==> src/hdl/dep_pkg.sv <==
`timescale 1ns / 1ps
`default_nettype none
// ----------------------------------------------------------------------------
// dep_pkg
// Shared types and constants for the double-ended priority queue.
// ----------------------------------------------------------------------------
package dep_pkg;

    localparam int DEP_CAPACITY = 64;
    localparam int DATA_W       = 32;
    localparam int TOTAL_W      = 7;

    typedef enum logic [1:0] {
        OP_INSERT  = 2'd0,
        OP_DEL_MAX = 2'd1,
        OP_DEL_MIN = 2'd2,
        OP_CLEAR   = 2'd3
    } t_op;

    // per-cycle command broadcast to every cell
    typedef struct packed {
        logic ins_en;      // insert the broadcast value
        logic shift_down;  // every entry moves one place toward cell 0
    } t_cell_ctrl;

endpackage
`default_nettype wire

==> src/hdl/dep_cell.sv <==
`timescale 1ns / 1ps
`default_nettype none
// ----------------------------------------------------------------------------
// dep_cell
// One slot of the sorted store. Compares the broadcast value against its
// entry and takes its left neighbor's entry, the value, or its right
// neighbor's entry.
// ----------------------------------------------------------------------------
module dep_cell
    import dep_pkg::*;
#(
    parameter int CNT_W = 7,
    parameter int IDX   = 0
) (
    input  wire                      i_clk,
    input  wire t_cell_ctrl          i_ctrl,
    input  wire        [CNT_W-1:0]   i_count,
    input  wire signed [DATA_W-1:0]  i_value,
    input  wire signed [DATA_W-1:0]  i_left_val,
    input  wire                      i_left_gt,
    input  wire signed [DATA_W-1:0]  i_right_val,
    output logic signed [DATA_W-1:0] o_val,
    output logic                     o_gt,
    output logic                     o_top
);

    logic signed [DATA_W-1:0] r_val;
    logic signed [DATA_W-1:0] n_val;
    logic                     w_occ;
    logic                     w_lt;

    assign w_occ = CNT_W'(IDX) < i_count;
    assign w_lt  = i_value < r_val;

    always_comb begin
        n_val = r_val;
        if (i_ctrl.ins_en) begin
            if (i_left_gt) begin
                n_val = i_left_val;
            end else if (!w_occ || w_lt) begin
                n_val = i_value;
            end
        end else if (i_ctrl.shift_down) begin
            n_val = i_right_val;
        end
    end

    always_ff @(posedge i_clk) begin
        r_val <= n_val;
    end

    assign o_val = r_val;
    assign o_gt  = w_occ && w_lt;
    assign o_top = w_occ && (CNT_W'(IDX + 1) == i_count);

endmodule
`default_nettype wire

==> config.mk <==
export PLATFORM = sky130hd
export DESIGN_NAME = dep_cell
export DESIGN_NICKNAME = d
export VERILOG_FILES = /design/src/hdl/dep_pkg.sv /design/src/hdl/dep_cell.sv
export SDC_FILE = /design/constraint.sdc
export NUM_CORES = 1
export LEC_CHECK = 0
export BUFFER_PORTS_ARGS = -buffer_cell sky130_fd_sc_hd__buf_2
export CAP_MARGIN = 20
export CORE_MARGIN = 4
export CORE_UTILIZATION = 40
export DETAILED_ROUTE_END_ITERATION = 16
export PLACE_DENSITY = 0.77
export SYNTH_ARGS = -nofsm -noshare
export SYNTH_HDL_FRONTEND = slang
export SYNTH_SLANG_ARGS = --single-unit
==> constraint.sdc <==
create_clock -name i_clk -period 4.6 [get_ports i_clk]
set_input_delay 0.69 -clock i_clk [delete_from_list [all_inputs] [get_ports i_clk]]
set_output_delay 0.69 -clock i_clk [all_outputs]
set_load 0.01 [all_outputs]
==> qor.csv, run 1 <==
stage;metric;value;unit
status;status;finished clean;
global_routing;grt_antenna_before_repair;0;
clock_network;cts_hold_buf;0;
synthesis;syn_area_per_cell;9.44;µm²
critical_path;cp_common_cell;buf_2;
clock_network;cts_max_level;2;
route;drt-wirelength-per-cell;13.8;µm
placement;finalWeightedCongestion;0.799;
sta;tightest_slew;628;ps
cells_and_area;diodes;0;
clock_network;ctsResizeCount;0;
synthesis;synthTopCellsByArea;edfxtp_1 39%, ha_1 16%, mux2i_1 13%;
cells_and_area;stdcell_count;478;
placement;numPlacedInstances;470;
route;drt_pre_antenna_iters;4;
synthesis;synth_cells;262;
clock_network;cts_tree;done;
route;vias;2401;
placement;hpwl;5.47;mm
critical_path;cp-end-kind;output pin;
floorplanning;pin_count;141;
route;route.met3.wl;612;µm
route;ant_nets;0;
route;dr.first_iter.drc_count;58;
synthesis;synth.most_common_cell;a21oi_1;
synthesis;synth_cell_types;33;
critical_path;critical_path_buf_inv_count;2;
sta;rsz0062_at_grt;no;
global_routing;track_usage;17.1;%
sta;finalMaxSlewViolations;0;
synthesis;yosys_warnings;0;
power;cellPowerDensity;265;nW/µm²
sta;final-hold-violation-count;0;
cells_and_area;largest_reg_flops;32;
power;p_leak;1.78;nW
clock_network;cts.clk_slew.worst_paths;60;ps
floorplanning;die_w;86.6;µm
hold_path;hp-class;in -> reg;
synthesis;mappedNetlistArea;2470;µm²
clock_network;cts_root_buffer;clkbuf_8;
floorplanning;coreArea;5960;µm²
synthesis;ys_seq_area_share;38.9;%
cells_and_area;synthToLayoutAreaGrowth;35.5;%
floorplanning;initial_core_util;41.5;%
run;drv_cap;0;
floorplanning;die_area;7500;µm²
clock_network;clock_sinks;32;
power;vdd_drop_max;0.000147;V
sta;fin_hold_ws;729;ps
synthesis;ys_seq_elements;32;
placement;portBuffers;140;
route;wl_met1;2.62;mm
route;highest_layer;met4;
synthesis;syn_nets;400;
synthesis;synthTopCellsByCount;45 x a21oi_1, 37 x nor2_1, 32 x edfxtp_1, 32 x inv_1, 32 x mux2i_1;
sta;finalSetupTns;0;ps
global_routing;gr-total-overflow;0;
route;via_per_inst;5.02;
route;dr_wl_met2;3.30;mm
floorplanning;die_height;86.6;µm
critical_path;path_class;in -> out;
synthesis;yosysTopAreaCell;edfxtp_1;
route;drc;0;
clock_network;cts_setup_buffers;0;
synthesis;synth_edf_count;32;
cells_and_area;drive_above_1_share;37.5;%
critical_path;start_kind;input port;
critical_path;required;3910;ps
clock_network;clk-insertion-delay-late;270;ps
floorplanning;std_cell_rows;28;
critical_path;cp_top_family;compound AO/OA/AOI/OAI gates;
synthesis;synthArstFlopShare;0;%
route;wl;6.57;mm
cells_and_area;fin_nets;540;
clock_network;clock_path_buffers;2;
global_routing;grt_max_degree;66;
critical_path;worst_ep_arrival_time;2710;ps
critical_path;crit_chain;buf_2, ha_1, nand4_1, o311a_1, o41a_1, o21ba_1, mux2_4, buf_2;
global_routing;first_global_vias;2371;
critical_path;crit_slowest_cell;o41a_1;
synthesis;synth_top_area_share;38.9;%
critical_path;crit_fanout;3;
sta;setup_viol;0;
sta;min_period_over_period;74.0;%
sta;fin_skew;3.84;ps
critical_path;max_stage_delay;420;ps
power;finalPower;887;µW
sta;slew_headroom;58.1;%
sta;fmax;294;MHz
sta;min_period;3400;ps
clock_network;cts_made_buffers;5;
global_routing;grt_pass1_wl;10.2;mm
synthesis;ys.flop_type;edfxtp_1;
==> power by group <==
part / switching, mW / internal [mW] / total [mW]
registers: 0.0165 / 0.368 / 0.384
logic: 0.162 / 0.140 / 0.301
clock network: 0.0956 / 0.105 / 0.201
total: 0.274 / 0.613 / 0.887
==> metrics by stage <==
step           utilization (%)  setup slack [ps]  area, µm²
3_3_place_gp              54.9              1290       3270
3_5_place_dp              54.9              1220       3270
4_1_cts                   56.2              1200       3350
5_1_grt                   56.2              1030       3350
2_1_floorplan                -               923       2480
6_report                  56.2              1200       3350
==> area by class of cell <==
type                       instances  area (µm²)
inverter                          32         120
clock buffer                       7        76.3
clock inverter                     1        3.75
timing repair buffer             144         731
sequential                        32         961
tap                               75        93.8
multi-input combinational        187        1360
fill                             554        2610
==> kinds of logic (layout without fill, tap and decap cells) <==
group,count (synthesis),count (layout),share of synthesized area (%)
buffers and inverters,43,184,6.68
DFF,32,32,38.9
and+or+nand+nor,63,63,11.4
AOI/OAI and AO/OA,60,60,13.8
muxes,33,33,13.6
adders and majority gates,31,31,15.7
==> routing by layer <==
layer / up-vias / global-route usage (%)
met3: 6 / 5.23
li1: 1232 / -
met2: 91 / 31.4
met4: 0 / 3.68
met1: 1072 / 19.5
met5: - / 0
==> worst register-to-register path: stages (launching register included) <==
cell	delay, ps
edfxtp_1	390
inv_1	80
ha_1	230
a211o_1	290
a31oi_1	170
o311a_1	200
o41a_1	200
o31ai_1	130
a311oi_4	600
buf_4	340
==> cell usage in the layout (no fill, tap or decap), drive strengths merged <==
cell	n
a211o	1
a21o	1
a21oi	45
a221oi	1
a2bb2oi	1
a311oi	1
a31oi	1
and3	1
and3b	1
buf	144
clkbuf	7
clkinv	1
edfxtp	32
ha	31
inv	32
mux2	1
mux2i	32
nand2	9
nand2b	1
nand3	2
nand4	6
nand4b	1
nor2	37
nor2b	1
nor3	1
nor3b	1
nor4	1
o21a	1
o21ai	4
o21ba	1
o311a	1
o31ai	1
o41a	1
or4	1
==> path summary, 6_finish.rpt <==
check                                    startpoint                   to  slack (ps)  depth (start not counted)
worst min register to register  o_val[31]$_DFFE_PP_  o_val[21]$_DFFE_PP_        1170                          3
worst min-delay path                i_right_val[22]  o_val[22]$_DFFE_PP_         730                          3
worst max register to register   o_val[2]$_DFFE_PP_   o_val[0]$_DFFE_PP_        1670                          9
worst max-delay path                     i_value[7]                 o_gt        1200                          8
Power figures use the tool's default switching activity.
==> inputs of run 2 (changes only) <==
--- a/config.mk
+++ b/config.mk
@@ -8,9 +8,9 @@
 export BUFFER_PORTS_ARGS = -buffer_cell sky130_fd_sc_hd__buf_2
 export CAP_MARGIN = 20
 export CORE_MARGIN = 4
-export CORE_UTILIZATION = 40
+export CORE_UTILIZATION = 45
 export DETAILED_ROUTE_END_ITERATION = 16
-export PLACE_DENSITY = 0.77
+export PLACE_DENSITY = 0.82
 export SYNTH_ARGS = -nofsm -noshare
 export SYNTH_HDL_FRONTEND = slang
 export SYNTH_SLANG_ARGS = --single-unit
==> constraint.sdc (replaced) <==
create_clock -name i_clk -period 3.6 [get_ports i_clk]
set_input_delay 0.54 -clock i_clk [delete_from_list [all_inputs] [get_ports i_clk]]
set_output_delay 0.54 -clock i_clk [all_outputs]
set_load 0.01 [all_outputs]
==> qor.csv, run 2 (synthesis gave the netlist of run 1 again) <==
stage;metric;value;unit
status;status;finished clean;
clock_network;clk-insertion-delay-late;280;ps
sta;tightest_slew;908;ps
route;vias;2423;
critical_path;cp_top_family;compound AO/OA/AOI/OAI gates;
critical_path;path_depth;9;
cells_and_area;nFillCells;459;
global_routing;gr-total-overflow;0;
run;drv_cap;0;
cells_and_area;multi_input_area;1360;µm²
clock_network;cts_max_level;2;
sta;fmax;319;MHz
sta;fin_hold_ws;575;ps
cells_and_area;drive_above_1_share;37.5;%
sta;fin_skew;4.92;ps
cells_and_area;seq_area;961;µm²
critical_path;start_kind;flip-flop;
global_routing;first_global_vias;2345;
placement;portBuffers;140;
power;vdd_drop_max;0.000182;V
critical_path;max_stage_delay;810;ps
floorplanning;std_cell_rows;26;
power;seq_power_share;43.1;%
sta;min_period_over_period;87.0;%
global_routing;grt_pass1_wl;9.80;mm
route;drt_pre_antenna_iters;4;
cells_and_area;final_common_cell;buf_2;
floorplanning;die_height;82.1;µm
critical_path;required;3570;ps
clock_network;cts_hold_buf;0;
cells_and_area;mostFrequentLayoutCells;140 x buf_2, 45 x a21oi_1, 37 x nor2_1;
placement;finalWeightedCongestion;0.738;
sta;setup_viol;0;
clock_network;cts_tree;done;
route;drc;0;
critical_path;worst_ep_arrival_time;3100;ps
critical_path;crit_fanout;17;
sta;finalMaxSlewViolations;0;
hold_path;hp-class;in -> reg;
power;p_sw;357;µW
critical_path;critical_path_buf_inv_count;2;
sta;min_period;3130;ps
critical_path;r2r_cells;9;
clock_network;clock_sinks;32;
cells_and_area;synthToLayoutAreaGrowth;35.2;%
clock_network;cts.clk_slew.worst_paths;70;ps
placement;numPlacedInstances;465;
global_routing;grt_max_degree;65;
sta;slew_headroom;39.4;%
sta;rsz0062_at_grt;no;
floorplanning;pin_count;141;
cells_and_area;diodes;0;
global_routing;track_usage;19.1;%
placement;hpwl;5.61;mm
power;sw_frac_of_total;31.3;%
floorplanning;die_w;82.1;µm
critical_path;crit_chain;inv_1, ha_1, a211o_1, a31oi_1, o311a_1, o41a_1, o31ai_1, a311oi_4, buf_4;
critical_path;critPathCapture;o_val[3]$_DFFE_PP_;
critical_path;cp-startpoint;o_val[2]$_DFFE_PP_;
sta;final-hold-violation-count;0;
power;p_clk_share;22.9;%
critical_path;worstReg2RegEnd;o_val[3]$_DFFE_PP_;
clock_network;ctsResizeCount;0;
cells_and_area;largest_reg_flops;32;
power;p_leak;1.78;nW
floorplanning;coreArea;5200;µm²
critical_path;regToRegSetupSlack;470;ps
critical_path;r2r-start;o_val[2]$_DFFE_PP_;
clock_network;cts_made_buffers;5;
critical_path;crit_slowest_cell;a311oi_4;
clock_network;cts_root_buffer;clkbuf_8;
global_routing;grt_antenna_before_repair;0;
route;dr.first_iter.drc_count;53;
power;p_int;782;µW
route;ant_nets;0;
critical_path;cp-end-kind;flip-flop;
sta;finalSetupTns;0;ps
cells_and_area;fin_nets;540;
floorplanning;die_area;6740;µm²
critical_path;path_class;reg -> reg;
cells_and_area;stdcell_count;473;
route;via_per_inst;5.12;
power;cellPowerDensity;341;nW/µm²
route;wl;6.78;mm
route;drt-wirelength-per-cell;14.3;µm
power;p_comb_share;33.9;%
floorplanning;initial_core_util;47.5;%
clock_network;cts_setup_buffers;0;
clock_network;clock_path_buffers;2;
==> run 2: cell counts in the layout (fill, tap and decap cells not counted) <==
No cell type changed its count.
==> run 2: worst min-delay path by stage <==
stage | cells after the start | slack [ps] | startpoint | endpoint
floorplan | 2 | 770 | i_right_val[30] | o_val[30]$_DFFE_PP_
global placement | 3 | 860 | i_right_val[23] | o_val[23]$_DFFE_PP_
detailed placement | 3 | 860 | i_right_val[21] | o_val[21]$_DFFE_PP_
CTS | 3 | 570 | i_right_val[21] | o_val[21]$_DFFE_PP_
global route | 3 | 580 | i_right_val[31] | o_val[31]$_DFFE_PP_
finish | 3 | 570 | i_right_val[21] | o_val[21]$_DFFE_PP_
==> run 2: worst reg2reg max path, cell delays in order, from the launching register on <==
cell	delay (ps)
edfxtp_1	390
inv_1	80
ha_1	240
a211o_1	300
a31oi_1	150
o311a_1	170
o41a_1	170
o31ai_1	120
a311oi_4	810
buf_4	400
==> run 2: metrics by stage <==
stage | worst slack, ps | cell area (µm²) | utilization [%] | power (mW)
final | 469 | 3340 | 64.2 | 1.14
after global routing | 265 | 3340 | 64.2 | 1.21
after CTS | 405 | 3340 | 64.2 | 1.15
after detailed placement | 137 | 3260 | 62.7 | 0.889
after global placement | 251 | 3260 | 62.7 | 0.869
after floorplan | 73.2 | 2480 | - | 0.720
==> run 2: area by class of cell <==
| type | instances | area share, % |
|---|---|---|
| Sequential cell | 32 | 28.7 |
| Clock buffer | 7 | 2.28 |
| Clock inverter | 1 | 0.112 |
| Tap cell | 70 | 2.62 |
| Timing Repair Buffer | 144 | 21.9 |
| Multi-Input combinational cell | 187 | 40.8 |
| Inverter | 32 | 3.59 |
==> run 2: power groups by stage <==
stage	combinational, mW	clock (mW)	sequential [mW]
2_1_floorplan	0.198	0	0.522
3_3_place_gp	0.374	0	0.496
3_5_place_dp	0.390	0	0.499
4_1_cts	0.392	0.269	0.491
5_1_grt	0.433	0.282	0.496
6_report	0.386	0.261	0.491
==> run 2: layer usage <==
| layer | wire length [µm] | vias to the layer above | track usage [%] |
|---|---|---|---|
| met2 | 3520 | 87 | 37.6 |
| met1 | 2630 | 1110 | 19.9 |
| li1 | - | 1222 | - |
| met4 | 39 | 0 | 4.15 |
| met3 | 591 | 4 | 5.42 |
| met5 | 0 | - | 0 |
==> inputs of run 3 (changes only) <==
--- a/config.mk
+++ b/config.mk
@@ -11,6 +11,8 @@
 export CORE_UTILIZATION = 45
 export DETAILED_ROUTE_END_ITERATION = 16
 export PLACE_DENSITY = 0.82
+export RECOVER_POWER = 50
+export REMOVE_ABC_BUFFERS = 1
 export SYNTH_ARGS = -nofsm -noshare
 export SYNTH_HDL_FRONTEND = slang
 export SYNTH_SLANG_ARGS = --single-unit
==> qor.csv, run 3 (synthesis gave the netlist of run 1 again) <==
stage;metric;value;unit
status;status;complete, but fails checks;
status;failed_checks;max-capacitance violations, max-slew violations;
floorplanning;coreArea;5200;µm²
global_routing;track_usage;18.6;%
route;ant_nets;0;
cells_and_area;synthToLayoutAreaGrowth;34.5;%
sta;finalMaxSlewViolations;33;
cells_and_area;mostFrequentLayoutCells;107 x buf_2, 45 x a21oi_1, 37 x nor2_1;
placement;finalWeightedCongestion;0.781;
global_routing;grt_max_degree;66;
sta;min_period_over_period;84.6;%
cells_and_area;fin_area;3330;µm²
cells_and_area;nFillCells;488;
cells_and_area;diodes;0;
placement;place_area;3260;µm²
clock_network;cts_max_level;2;
floorplanning;die_area;6740;µm²
critical_path;start_kind;flip-flop;
sta;setup_viol;0;
cells_and_area;final_common_cell;buf_2;
sta;fmax;328;MHz
global_routing;first_global_vias;2210;
clock_network;cts_tree;done;
global_routing;grt_pass1_wl;9.58;mm
route;drt_pre_antenna_iters;6;
global_routing;grt_antenna_before_repair;0;
floorplanning;die_w;82.1;µm
cells_and_area;fin_util;63.9;%
critical_path;path_class;reg -> out;
clock_network;cts_setup_buffers;0;
clock_network;ctsResizeCount;0;
critical_path;r2r_cells;7;
placement;hpwl;5.31;mm
cells_and_area;fin_nets;540;
power;finalPower;1.20;mW
clock_network;cts_hold_buf;0;
critical_path;cp-end-kind;output pin;
cells_and_area;stdcell_count;473;
sta;rsz0062_at_grt;no;
sta;slew_headroom;-54.1;%
hold_path;hold_depth;3;
clock_network;clock_path_buffers;2;
power;cellPowerDensity;360;nW/µm²
global_routing;gr-total-overflow;0;
floorplanning;pin_count;141;
hold_path;hp-class;in -> reg;
placement;portBuffers;140;
floorplanning;std_cell_rows;26;
route;dr.first_iter.drc_count;61;
critical_path;crit_fanout;7;
sta;fin_hold_ws;581;ps
power;vdd_drop_max;0.000251;V
sta;tightest_slew;2310;ps
run;drv_cap;1;
critical_path;worst_ep_arrival_time;2510;ps
route;vias;2330;
clock_network;clk-insertion-delay-late;280;ps
floorplanning;initial_core_util;47.5;%
route;wl;6.42;mm
sta;final-hold-violation-count;0;
clock_network;cts.clk_slew.worst_paths;70;ps
sta;fin_skew;8.03;ps
cells_and_area;largest_reg_flops;32;
route;drt-wirelength-per-cell;13.6;µm
route;via_per_inst;4.93;
sta;min_period;3050;ps
floorplanning;die_height;82.1;µm
cells_and_area;drive_above_1_share;29.5;%
route;drc;0;
critical_path;required;3060;ps
clock_network;cts_made_buffers;5;
power;p_leak;1.70;nW
clock_network;clock_sinks;32;
clock_network;cts_root_buffer;clkbuf_8;
placement;numPlacedInstances;465;
[run 3: cell types whose count changed in the layout (fill, tap and decap cells not counted)]
cell | previous run | this run
buf_2 | 140 | 107
clkbuf_1 | 2 | 35
bufinv_16 | 0 | 1
clkinv_2 | 0 | 1
clkinv_1 | 1 | 0
buf_4 | 4 | 3
[run 3: area by class of cell]
cell class,instances,area (µm²),area share (%)
Clock inverter,2,35.0,1.05
Inverter,32,120,3.61
Sequential cell,32,961,28.9
Tap cell,70,87.6,2.63
Clock buffer,6,72.6,2.18
Timing Repair Buffer,144,686,20.6
Multi-Input combinational cell,187,1360,41.0
[run 3: report_power, final]
group          switching (mW)  internal (mW)
Combinational           0.204          0.168
Clock                   0.130          0.205
Sequential             0.0205          0.470
[run 3: final timing paths]
| path | from | end | slack (ps) |
|---|---|---|---|
| max | o_val[31]$_DFFE_PP_ | o_gt | 550 |
| min | i_right_val[14] | o_val[14]$_DFFE_PP_ | 580 |
| max reg2reg | o_val[31]$_DFFE_PP_ | o_val[1]$_DFFE_PP_ | 1000 |
| min reg2reg | o_val[31]$_DFFE_PP_ | o_val[25]$_DFFE_PP_ | 1250 |
[run 3: critical path, cell delays in order, from the launching register on]
cell and delay [ps]:
edfxtp_1 360, inv_1 50, ha_1 410, nand4_1 200
or4_1 580, o21ba_1 210, mux2_4 290, buf_2 140
[run 3: metrics by stage]
| step | setup TNS, ps | worst slack [ps] |
|---|---|---|
| floorplan | -32930 | -1030 |
| global placement | 0 | 630 |
| detailed placement | 0 | 568 |
| CTS | 0 | 528 |
| global route | 0 | 372 |
| finish | 0 | 555 |
[run 3: metal layers]
metal / routed length [µm] / vias to the layer above / GRT usage [%]
met1: 2550 / 1018 / 20.1
li1: - / 1225 / -
met5: 0 / - / 0
met4: 68 / 0 / 4.98
met3: 539 / 7 / 4.88
met2: 3260 / 80 / 35.4
